**src/i2cfr_pkg.sv**
```systemverilog
// ---------------------------------------------------------------------------
// I2C target package
// Request and result types, bus phase codes and register defaults.
// ---------------------------------------------------------------------------
package i2cfr_pkg;

  // Register defaults
  localparam logic [6:0]  OWN_ADDR_RST   = 7'h22;
  localparam logic [7:0]  IDLE_TICKS_RST = 8'd5;
  localparam logic [31:0] REPLY_RST      = 32'h5566_77AA;
  localparam int unsigned REPLY_BYTES_DEF = 4;

  // Register indexes
  localparam logic [1:0] CFG_OWN_ADDR   = 2'd0;
  localparam logic [1:0] CFG_IDLE_TICKS = 2'd1;
  localparam logic [1:0] CFG_REPLY      = 2'd2;

  // Bus phase codes
  localparam logic [2:0] PH_WAIT  = 3'd0;
  localparam logic [2:0] PH_ARMED = 3'd1;
  localparam logic [2:0] PH_ADDR  = 3'd2;
  localparam logic [2:0] PH_WRITE = 3'd3;
  localparam logic [2:0] PH_READ  = 3'd4;

  typedef struct packed {
    logic scl;
    logic sda;
  } in_req_t;

  typedef struct packed {
    logic       sda_pull_low;
    logic       byte_valid;
    logic [7:0] byte_value;
    logic       led;
    logic [2:0] phase;
  } out_rsp_t;

endpackage

```
**src/i2c_target_fixed_reply_unit.sv**
```systemverilog
// ---------------------------------------------------------------------------
// I2C target with fixed reply
// Samples SCL/SDA once per request, answers a 7-bit address, receives
// written bytes and sends REPLY_BYTES reply bytes on reads.
// ---------------------------------------------------------------------------
// Each request carries one sample of the SCL and SDA lines. The block takes
// one request per clock unless stalled and registers its result; throughput
// is one sample per cycle, bounded by the single update of the protocol
// state register. A result register decouples the two sides, so a new
// sample is accepted while the previous result is still being taken.
// Configuration (address, idle count, reply word) must be written while the
// bus sampling is idle. No clearing pass runs after reset.
module i2c_target_fixed_reply_unit import i2cfr_pkg::*; #(
  parameter int unsigned REPLY_BYTES = REPLY_BYTES_DEF
) (
  input  logic        clk_i,
  input  logic        rst_ni,
  input  logic        in_valid_i,
  output logic        in_stall_o,
  input  in_req_t     in_data_i,
  output logic        out_valid_o,
  input  logic        out_stall_i,
  output out_rsp_t    out_data_o,
  input  logic        cfg_we_i,
  input  logic [1:0]  cfg_idx_i,
  input  logic [31:0] cfg_wdata_i
);

  localparam int unsigned BcW = $clog2(REPLY_BYTES + 1);

  // Sub-steps in address and write phases
  localparam logic [2:0] SS_WAIT_LOW  = 3'd0;
  localparam logic [2:0] SS_SAMPLE    = 3'd1;
  localparam logic [2:0] SS_HOLD_ONE  = 3'd2;
  localparam logic [2:0] SS_HOLD_ZERO = 3'd3;
  localparam logic [2:0] SS_ACK_RISE  = 3'd4;
  localparam logic [2:0] SS_ACK_FALL  = 3'd5;

  // Sub-steps in read phase
  localparam logic [2:0] RD_SETUP      = 3'd0;
  localparam logic [2:0] RD_CLK_HIGH   = 3'd1;
  localparam logic [2:0] RD_ACK_RELEASE = 3'd2;
  localparam logic [2:0] RD_ACK_RISE   = 3'd3;
  localparam logic [2:0] RD_ACK_FALL   = 3'd4;

  // Configuration registers
  logic [6:0]  own_addr_q;
  logic [7:0]  idle_ticks_q;
  logic [31:0] reply_q;

  // Protocol state
  logic [2:0]     phase_q, phase_d;
  logic [2:0]     sub_q, sub_d;
  logic [2:0]     bit_cnt_q, bit_cnt_d;
  logic [7:0]     shift_q, shift_d;
  logic [1:0]     reply_idx_q, reply_idx_d;
  logic [7:0]     idle_cnt_q, idle_cnt_d;
  logic           drive_low_q, drive_low_d;
  logic           led_q, led_d;
  logic           prev_sda_q;
  logic [BcW-1:0] byte_cnt_q, byte_cnt_d;

  // Result register
  logic     out_valid_q;
  out_rsp_t out_q;
  out_rsp_t rsp;

  logic in_acc;

  assign in_stall_o  = out_valid_q & out_stall_i;
  assign in_acc      = in_valid_i & ~in_stall_o;
  assign out_valid_o = out_valid_q;
  assign out_data_o  = out_q;

  // Next-state logic for one line sample
  always_comb begin
    logic           scl, sda;
    logic           done, go_idle, rx_valid;
    logic [7:0]     rx_value;
    logic [7:0]     idle_inc;
    logic [3:0]     bit_inc;
    logic [1:0]     idx_inc;
    logic [BcW-1:0] byte_inc;

    scl = in_data_i.scl;
    sda = in_data_i.sda;
    done = 1'b0;
    go_idle = 1'b0;
    rx_valid = 1'b0;
    rx_value = 8'h00;
    idle_inc = (idle_cnt_q != 8'hFF) ? idle_cnt_q + 8'd1 : idle_cnt_q;
    bit_inc = {1'b0, bit_cnt_q} + 4'd1;
    idx_inc = reply_idx_q + 2'd1;
    byte_inc = byte_cnt_q + BcW'(1);

    phase_d     = phase_q;
    sub_d       = sub_q;
    bit_cnt_d   = bit_cnt_q;
    shift_d     = shift_q;
    reply_idx_d = reply_idx_q;
    idle_cnt_d  = idle_cnt_q;
    drive_low_d = drive_low_q;
    led_d       = led_q;
    byte_cnt_d  = byte_cnt_q;

    unique case (phase_q)
      PH_WAIT: begin
        drive_low_d = 1'b0;
        if (scl && sda) begin
          idle_cnt_d = idle_inc;
          if (idle_inc >= idle_ticks_q) phase_d = PH_ARMED;
        end else begin
          idle_cnt_d = 8'd0;
        end
      end
      PH_ARMED: begin
        // start: SDA falls while SCL is high
        if (prev_sda_q && !sda && scl) begin
          phase_d   = PH_ADDR;
          sub_d     = SS_WAIT_LOW;
          bit_cnt_d = 3'd0;
          shift_d   = 8'd0;
        end
      end
      PH_ADDR, PH_WRITE: begin
        unique case (sub_q)
          SS_WAIT_LOW: begin
            if (!scl) sub_d = SS_SAMPLE;
          end
          SS_SAMPLE: begin
            if (scl) begin
              shift_d = {shift_q[6:0], sda};
              sub_d   = sda ? SS_HOLD_ONE : SS_HOLD_ZERO;
            end
          end
          SS_HOLD_ONE: begin
            if (!scl) done = 1'b1;
          end
          SS_HOLD_ZERO: begin
            if (!scl) begin
              done = 1'b1;
            end else if (sda) begin
              // stop while a low bit is held
              if (phase_q == PH_WRITE) led_d = 1'b0;
              go_idle = 1'b1;
            end
          end
          SS_ACK_RISE: begin
            if (scl) sub_d = SS_ACK_FALL;
          end
          SS_ACK_FALL: begin
            if (!scl) begin
              drive_low_d = 1'b0;
              sub_d       = SS_SAMPLE;
              if (phase_q == PH_WRITE) begin
                rx_valid = 1'b1;
                rx_value = shift_q;
              end else if (shift_q[0]) begin
                led_d       = 1'b1;
                phase_d     = PH_READ;
                byte_cnt_d  = '0;
                reply_idx_d = 2'd0;
                bit_cnt_d   = 3'd0;
                drive_low_d = ~reply_q[31];
              end else begin
                phase_d = PH_WRITE;
              end
            end
          end
          default: go_idle = 1'b1;
        endcase
        // end of a data bit
        if (done) begin
          if (bit_inc[3]) begin
            bit_cnt_d = 3'd0;
            if (phase_q == PH_ADDR && shift_q[7:1] != own_addr_q) begin
              go_idle = 1'b1;
            end else begin
              drive_low_d = 1'b1;
              sub_d       = SS_ACK_RISE;
            end
          end else begin
            bit_cnt_d = bit_inc[2:0];
            sub_d     = SS_SAMPLE;
          end
        end
      end
      PH_READ: begin
        unique case (sub_q)
          RD_SETUP: begin
            if (!scl) begin
              drive_low_d = ~reply_q[{~reply_idx_q, ~bit_cnt_q}];
              sub_d       = RD_CLK_HIGH;
            end
          end
          RD_CLK_HIGH: begin
            if (scl) begin
              if (bit_inc[3]) begin
                bit_cnt_d = 3'd0;
                sub_d     = RD_ACK_RELEASE;
              end else begin
                bit_cnt_d = bit_inc[2:0];
                sub_d     = RD_SETUP;
              end
            end
          end
          RD_ACK_RELEASE: begin
            if (!scl) begin
              drive_low_d = 1'b0;
              sub_d       = RD_ACK_RISE;
            end
          end
          RD_ACK_RISE: begin
            if (scl) sub_d = RD_ACK_FALL;
          end
          RD_ACK_FALL: begin
            // master ACK bit ignored
            if (!scl) begin
              byte_cnt_d  = byte_inc;
              reply_idx_d = idx_inc;
              if (byte_inc >= BcW'(REPLY_BYTES)) begin
                go_idle = 1'b1;
              end else begin
                drive_low_d = ~reply_q[{~idx_inc, ~bit_cnt_q}];
                sub_d       = RD_CLK_HIGH;
              end
            end
          end
          default: go_idle = 1'b1;
        endcase
      end
      default: go_idle = 1'b1;
    endcase

    if (go_idle) begin
      phase_d     = PH_WAIT;
      sub_d       = SS_WAIT_LOW;
      idle_cnt_d  = 8'd0;
      bit_cnt_d   = 3'd0;
      drive_low_d = 1'b0;
    end

    rsp.sda_pull_low = drive_low_d;
    rsp.byte_valid   = rx_valid;
    rsp.byte_value   = rx_value;
    rsp.led          = led_d;
    rsp.phase        = phase_d;
  end

  // Configuration registers
  always_ff @(posedge clk_i or negedge rst_ni) begin
    if (!rst_ni) begin
      own_addr_q   <= OWN_ADDR_RST;
      idle_ticks_q <= IDLE_TICKS_RST;
      reply_q      <= REPLY_RST;
    end else if (cfg_we_i) begin
      unique case (cfg_idx_i)
        CFG_OWN_ADDR:   own_addr_q   <= cfg_wdata_i[6:0];
        CFG_IDLE_TICKS: idle_ticks_q <= cfg_wdata_i[7:0];
        CFG_REPLY:      reply_q      <= cfg_wdata_i;
        default: ;
      endcase
    end
  end

  // Protocol state update
  always_ff @(posedge clk_i or negedge rst_ni) begin
    if (!rst_ni) begin
      phase_q     <= PH_WAIT;
      sub_q       <= SS_WAIT_LOW;
      bit_cnt_q   <= 3'd0;
      shift_q     <= 8'd0;
      reply_idx_q <= 2'd0;
      idle_cnt_q  <= 8'd0;
      drive_low_q <= 1'b0;
      led_q       <= 1'b0;
      prev_sda_q  <= 1'b1;
      byte_cnt_q  <= '0;
    end else if (in_acc) begin
      phase_q     <= phase_d;
      sub_q       <= sub_d;
      bit_cnt_q   <= bit_cnt_d;
      shift_q     <= shift_d;
      reply_idx_q <= reply_idx_d;
      idle_cnt_q  <= idle_cnt_d;
      drive_low_q <= drive_low_d;
      led_q       <= led_d;
      prev_sda_q  <= in_data_i.sda;
      byte_cnt_q  <= byte_cnt_d;
    end
  end

  // Result register handshake
  always_ff @(posedge clk_i or negedge rst_ni) begin
    if (!rst_ni) begin
      out_valid_q <= 1'b0;
    end else if (in_acc) begin
      out_valid_q <= 1'b1;
    end else if (!out_stall_i) begin
      out_valid_q <= 1'b0;
    end
  end

  // Result payload
  always_ff @(posedge clk_i) begin
    if (in_acc) out_q <= rsp;
  end

endmodule

```
**config.mk**
```make
export PLATFORM = sky130hd
export DESIGN_NAME = i2c_target_fixed_reply_unit
export DESIGN_NICKNAME = d
export VERILOG_FILES = /design/src/i2cfr_pkg.sv /design/src/i2c_target_fixed_reply_unit.sv
export SDC_FILE = /design/constraint.sdc
export NUM_CORES = 1
export LEC_CHECK = 0
export BUFFER_PORTS_ARGS = -buffer_cell sky130_fd_sc_hd__buf_2
export CAP_MARGIN = 10
export CELL_PAD_IN_SITES_DETAIL_PLACEMENT = 1
export CELL_PAD_IN_SITES_GLOBAL_PLACEMENT = 2
export CORE_MARGIN = 1.5
export CORE_UTILIZATION = 41
export DETAILED_ROUTE_END_ITERATION = 10
export HOLD_SLACK_MARGIN = 0.02
export PLACE_DENSITY_LB_ADDON = 0.1
export RECOVER_POWER = 50
export SYNTH_ARGS = -nofsm -noshare
export SYNTH_HDL_FRONTEND = slang
export SYNTH_SLANG_ARGS = --single-unit
```
**constraint.sdc**
```tcl
create_clock -name clk_i -period 6.7 [get_ports clk_i]
set_clock_uncertainty 0.05 [all_clocks]
set_input_delay 1.005 -clock clk_i [delete_from_list [all_inputs] [get_ports clk_i]]
set_output_delay 1.005 -clock clk_i [all_outputs]
set_load 0.005 [all_outputs]
```
After elaboration in Yosys (flattened, before gate mapping)
Index checks and enable logic that the tools add are counted.
W data, S select, Z words.
{"block": "word_totals", "rom_bits": 0, "memories": 0, "input_bits": 41, "latch_bits": 0, "out_inout_bits": 16, "elab_cells": 200, "ramBits": 0, "register_bits": 95}
{"block": "classes", "n_bitwise": 12, "reduce_logical": 28, "shift": 0, "n_eq_ne": 36, "multipliers": 0, "n_addsub": 4, "magnitude_cmp": 4, "div_mod_pow": 0, "n_mux": 97}
{"cell": "$mux W3", "n": 32}
{"cell": "$mux W8", "n": 7}
{"cell": "$pmux W3 S3", "n": 4}
{"cell": "$mux W1", "n": 35}
{"cell": "$ne A4 B4 Y1 const B", "n": 8}
{"cell": "$reduce_and A9 Y1", "n": 2}
{"cell": "$ne A2 B2 Y1 const B", "n": 8}
{"cell": "$pmux W8 S2", "n": 1}
{"cell": "$pmux W3 S5", "n": 1}
{"cell": "$mux W2", "n": 7}
{"cell": "$eq A3 B2 Y1 const B", "n": 4}
{"cell": "$lt A5 B6 Y1 const B", "n": 2}
{"cell": "$bmux W1 S5", "n": 2}
{"cell": "$eq A3 B3 Y1 const B", "n": 3}
{"cell": "$pmux W1 S3", "n": 3}
{"cell": "$add A8 B1 Y8 const B", "n": 1}
{"cell": "$ge A8 B8 Y1", "n": 1}
{"cell": "$ne A8 B8 Y1 const B", "n": 1}
{"cell": "$reduce_and A2 Y1", "n": 4}
{"cell": "$reduce_and A8 Y1", "n": 1}
{"cell": "$reduce_or A2 Y1", "n": 4}
{"cell": "$reduce_or A4 Y1", "n": 2}
{"cell": "$ne A7 B3 Y1 const B", "n": 1}
{"cell": "$ne A7 B7 Y1", "n": 1}
{"cell": "other kinds (27)", "n": 46}

Logic depth before layout (Yosys ltp)
{"block": "depth", "word_depth": 10, "ltp_mapped": 12, "mapped_depth_nobuf": 12}

Worst setup path before layout
Ideal clock, no wire load.
{"block": "synth_path", "path_kind": "register -> register", "start": "register idle_cnt_q[0]", "end": "register out_q, in the netlist out_data_o[0], data pin", "arrival_ps": 2568, "stages_incl_launch_ff": 12, "slack_ps": 3814, "required_time_ps": 6382, "synth_period_minus_slack_ps": 2886, "setup_ps": 268, "n_path_buf": 0, "cell_sequence": "dfrtp_1 -> ha_1 -> and3_1 -> nand3_1 -> mux2_2 -> ha_1 -> a21o_1 -> a21o_1 -> a21oi_1 -> o21ai_0 -> a221oi_1 -> nor3_1"}
{"block": "synth_via", "elab_chain_len": 7, "elab_cells_between_ends": 8, "classes_between": "add/sub (1); order compare (1); eq/ne (1); mux (5)"}
{"item": "start, declared", "line_no": "i2c_target_fixed_reply_unit.sv:57", "rtl": "logic [7:0] idle_cnt_q, idle_cnt_d;"}
{"item": "start signal, assigned", "line_no": "i2c_target_fixed_reply_unit.sv:285", "rtl": "idle_cnt_q <= idle_cnt_d;"}
{"item": "$add A8 B1 Y8 / $ne A8 B8 Y1 (equally long branches)", "line_no": "i2c_target_fixed_reply_unit.sv:91", "rtl": "idle_inc = (idle_cnt_q != 8'hFF) ? idle_cnt_q + 8'd1 : idle_cnt_q;"}
{"item": "$mux W8 *", "line_no": "i2c_target_fixed_reply_unit.sv:91"}
{"item": "$ge A8 B8 Y1 *", "line_no": "i2c_target_fixed_reply_unit.sv:111", "rtl": "if (idle_inc >= idle_ticks_q) phase_d = PH_ARMED;"}
{"item": "$mux W3 *", "line_no": "i2c_target_fixed_reply_unit.sv:111"}
{"item": "$mux W3 *", "line_no": "i2c_target_fixed_reply_unit.sv:109", "rtl": "if (scl && sda) begin"}
{"item": "$pmux W3 S3 *", "line_no": "i2c_target_fixed_reply_unit.sv:106", "rtl": "unique case (phase_q)"}
{"item": "$mux W3 *", "line_no": "i2c_target_fixed_reply_unit.sv:235", "rtl": "if (go_idle) begin"}
{"item": "net phase_d[0]", "line_no": "i2c_target_fixed_reply_unit.sv:52", "rtl": "logic [2:0] phase_q, phase_d;"}
{"item": "end signal, assigned", "line_no": "i2c_target_fixed_reply_unit.sv:306", "rtl": "if (in_acc) out_q <= rsp;"}
{"item": "end, declared", "line_no": "i2c_target_fixed_reply_unit.sv:65", "rtl": "out_rsp_t out_q;"}
The timed path passes the listed nets; every way through them passes the cells marked *.
A chain may end at the register's enable or synchronous reset.

Worst setup path after layout
Same ends and word-level chain as after synthesis.

==> metrics <==
max layer used met4; most frequent cell after synthesis dfrtp_1; drt wl/cell ~18 um; most instantiated cells after synthesis dfrtp_1 (58), mux2_2 (57), nand2_1 (49), o21ai_0 (32), nor2_1 (29); total wire length ~12 mm; drt pass-1 iters 4; run status finished, violations left; clock latency on the worst-skew pair around 0.35 ns; Power Density about 300 nW/um^2; fill count about 1400; unrepaired setup endpoints after global routing false; Sink Count 95; DRC 0; max-slew violations 33; first-pass GRT wire length 20.2 mm; H-Tree Depth 3; proportion of layout cells with a drive suffix above 1 30.0%; ys async rst share 85.3%; clock root buffer clkbuf_16; register area share after synthesis about half; routed wl met3 around 260 um; post-route clock period utilization 49.1%; Starting Density 42.2%; f_max about 300 MHz; Leakage 2.49 nW; Worst VDD drop ~0.00015 V; Placed Area 5450 um^2; GPL Wtd Cong 0.840; Worst path top cell family by delay compound AO/OA/AOI/OAI gates; Max Fanout on Critical Path 10; Startpoint Class register; First DRT Iteration DRCs between 150 and 200; Avg Synthesized Cell Area ~11 um^2; # rows 40; fin crit period 3.29 ns; CTS resizes 0; Synth top area share between 20% and 30%; dpl hpwl about 8.6 mm; critical path class register to register; area of the die about 13000 um^2; max_cap viols 1; via-per-instance ratio 5.57; Ys Warns 0; Detail Route Antenna Nets 0; boundary pin count 57; setup tns final 0 ns; Num CTS Buffers 9; M1 WL 5.95 mm; core area ~12000 um^2; CP bufs+invs 0; TritonCTS clock tree done; storage element area 2480 um^2; Clock Pin Slew Worst Setup and Hold Paths ~0.070 ns; area of the multi-input gates ~2400 um^2; Top FF cell, synth dfrtp_1; synthesized flop and latch total between 90 and 100; Rel. slew slack -9.60%; Overflow after GRT 0; Reg2Reg Setup Slack between 3 and 4 ns; Max Buffers Root-to-Sink 2; Die H roughly 110 um; Final setup viols 0; setup bufs post-CTS 0; worst min path class register to register; port bufs 56; CP arrival roughly 3.3 ns; Die Wd 114 um; post-route cell area 5710 um^2; slowest stage delay, CP between 0.4 and 0.5 ns; synth top area cells dfrtp_1 (29%), mux2_2 (13%), dfstp_2 (12%); syn_nets 521; number of flops mapped to enable cells by yosys 14; crit path max-delay cell type dfrtp_1; Slew @ Worst Pin 1.64 ns; Mapped Cells about 470; critical path, cell by cell ha_1 > and3_1 > nand3_1 > xnor2_1 > ha_1 > nand2b_1 > a21o_1 > a21o_1 > a21oi_1 > o21ai_0 > a221oi_1 > nor3_1; final hold viol count 0; fin nets between 500 and 600; dpl cells between 600 and 700; area leader, netlist dfrtp_1; vias in the first global route roughly 3900; failing checks capacitance limit, slew limit; synth-to-layout area growth 12.7%; initial antenna violation count 0; antenna cells 0; Critical Path RT 6.74 ns; Setup crit end kind register; Total Routing Usage GR between 20% and 30%; met2 routed WL about 5.9 mm; Mapped Area just over 5000 um^2; Vias 3733; Non-Filler Instances 670; # hold bufs at CTS 0; post-synth cell types 60; largest net degree at the start of global routing slightly above 80
## tightest hold or removal path: stages (launching register included)
cell and delay, ns:
dfstp_2 0.37, nand2_1 0.05, nand2_1 0.05
## cells in the final DEF, fill, tap and decap left out, drive strengths merged, types with 13 or more instances in the layout
master / instances
o21ai: 35
nor2: 29
clkbuf: 13
inv: 17
dfrtp: 58
nand2: 49
dfstp: 23
buf: 55
edfxtp: 14
a21oi: 19
mux2: 57
## layer usage
metal  vias to the layer above  global-route usage (%)
met2                        51                    33.4
met5                         -                       0
li1                       1801                       -
met4                         0                    6.25
met3                         8                    3.12
met1                      1873                    27.0
## state kept, by name, indices dropped and copies added, names as in the netlist
name,flops
out_valid_o,1
reply_q,32
drive_low_q,1
bit_cnt_q,3
phase_q,3
prev_sda_q,1
own_addr_q,7
byte_cnt_q,3
out_data_o,14
reply_idx_q,2
idle_cnt_q,8
shift_q,8
idle_ticks_q,8
sub_q,3
led_q,1
## cells by family after synthesis
logic type	Yosys count	synth area share, %
adders and majority gates	11	2.72
xor gates and xnor gates	13	2.25
DFF	95	48.9
AOI/OAI and AO/OA	105	13.7
buffers and inverters	33	2.99
muxes	67	15.3
and+or+nand+nor	145	14.2
## through the flow
stage | hold slack [ns] | power (mW) | util [%] | setup slack [ns]
floorplan | 0.389 | 1.13 | - | 3.81
global placement | 0.398 | 1.25 | 45.3 | 3.49
detailed placement | 0.408 | 1.27 | 45.3 | 3.39
CTS | 0.420 | 1.76 | 47.6 | 3.37
global route | 0.440 | 1.85 | 47.5 | 3.07
finish | 0.417 | 1.74 | 47.5 | 3.41
## cell type report
cell class / instances / share of cell area (%)
clock inverter: 6 / 0.701
clock buffer: 10 / 4.01
timing repair buffer: 58 / 5.11
multi-input combinational: 341 / 42.7
sequential: 95 / 43.4
tap: 147 / 3.22
inverter: 13 / 0.855
## power breakdown
part / internal [mW] / switching [mW]
Clock: 0.254 / 0.231
Sequential: 0.712 / 0.121
Combinational: 0.196 / 0.227
## final timing paths
path                       depth (start not counted)           from             to
setup / recovery                                  12  idle_cnt_q[0]  out_data_o[0]
hold / removal                                     2     prev_sda_q     prev_sda_q
setup reg to reg                                  12  idle_cnt_q[0]  out_data_o[0]
hold reg to reg                                    2     prev_sda_q     prev_sda_q
max in group asynchronous                          1         rst_ni  byte_cnt_q[2]
min in group asynchronous                          1         rst_ni  idle_cnt_q[2]
Note: power is estimated with default switching activity, not from simulation.
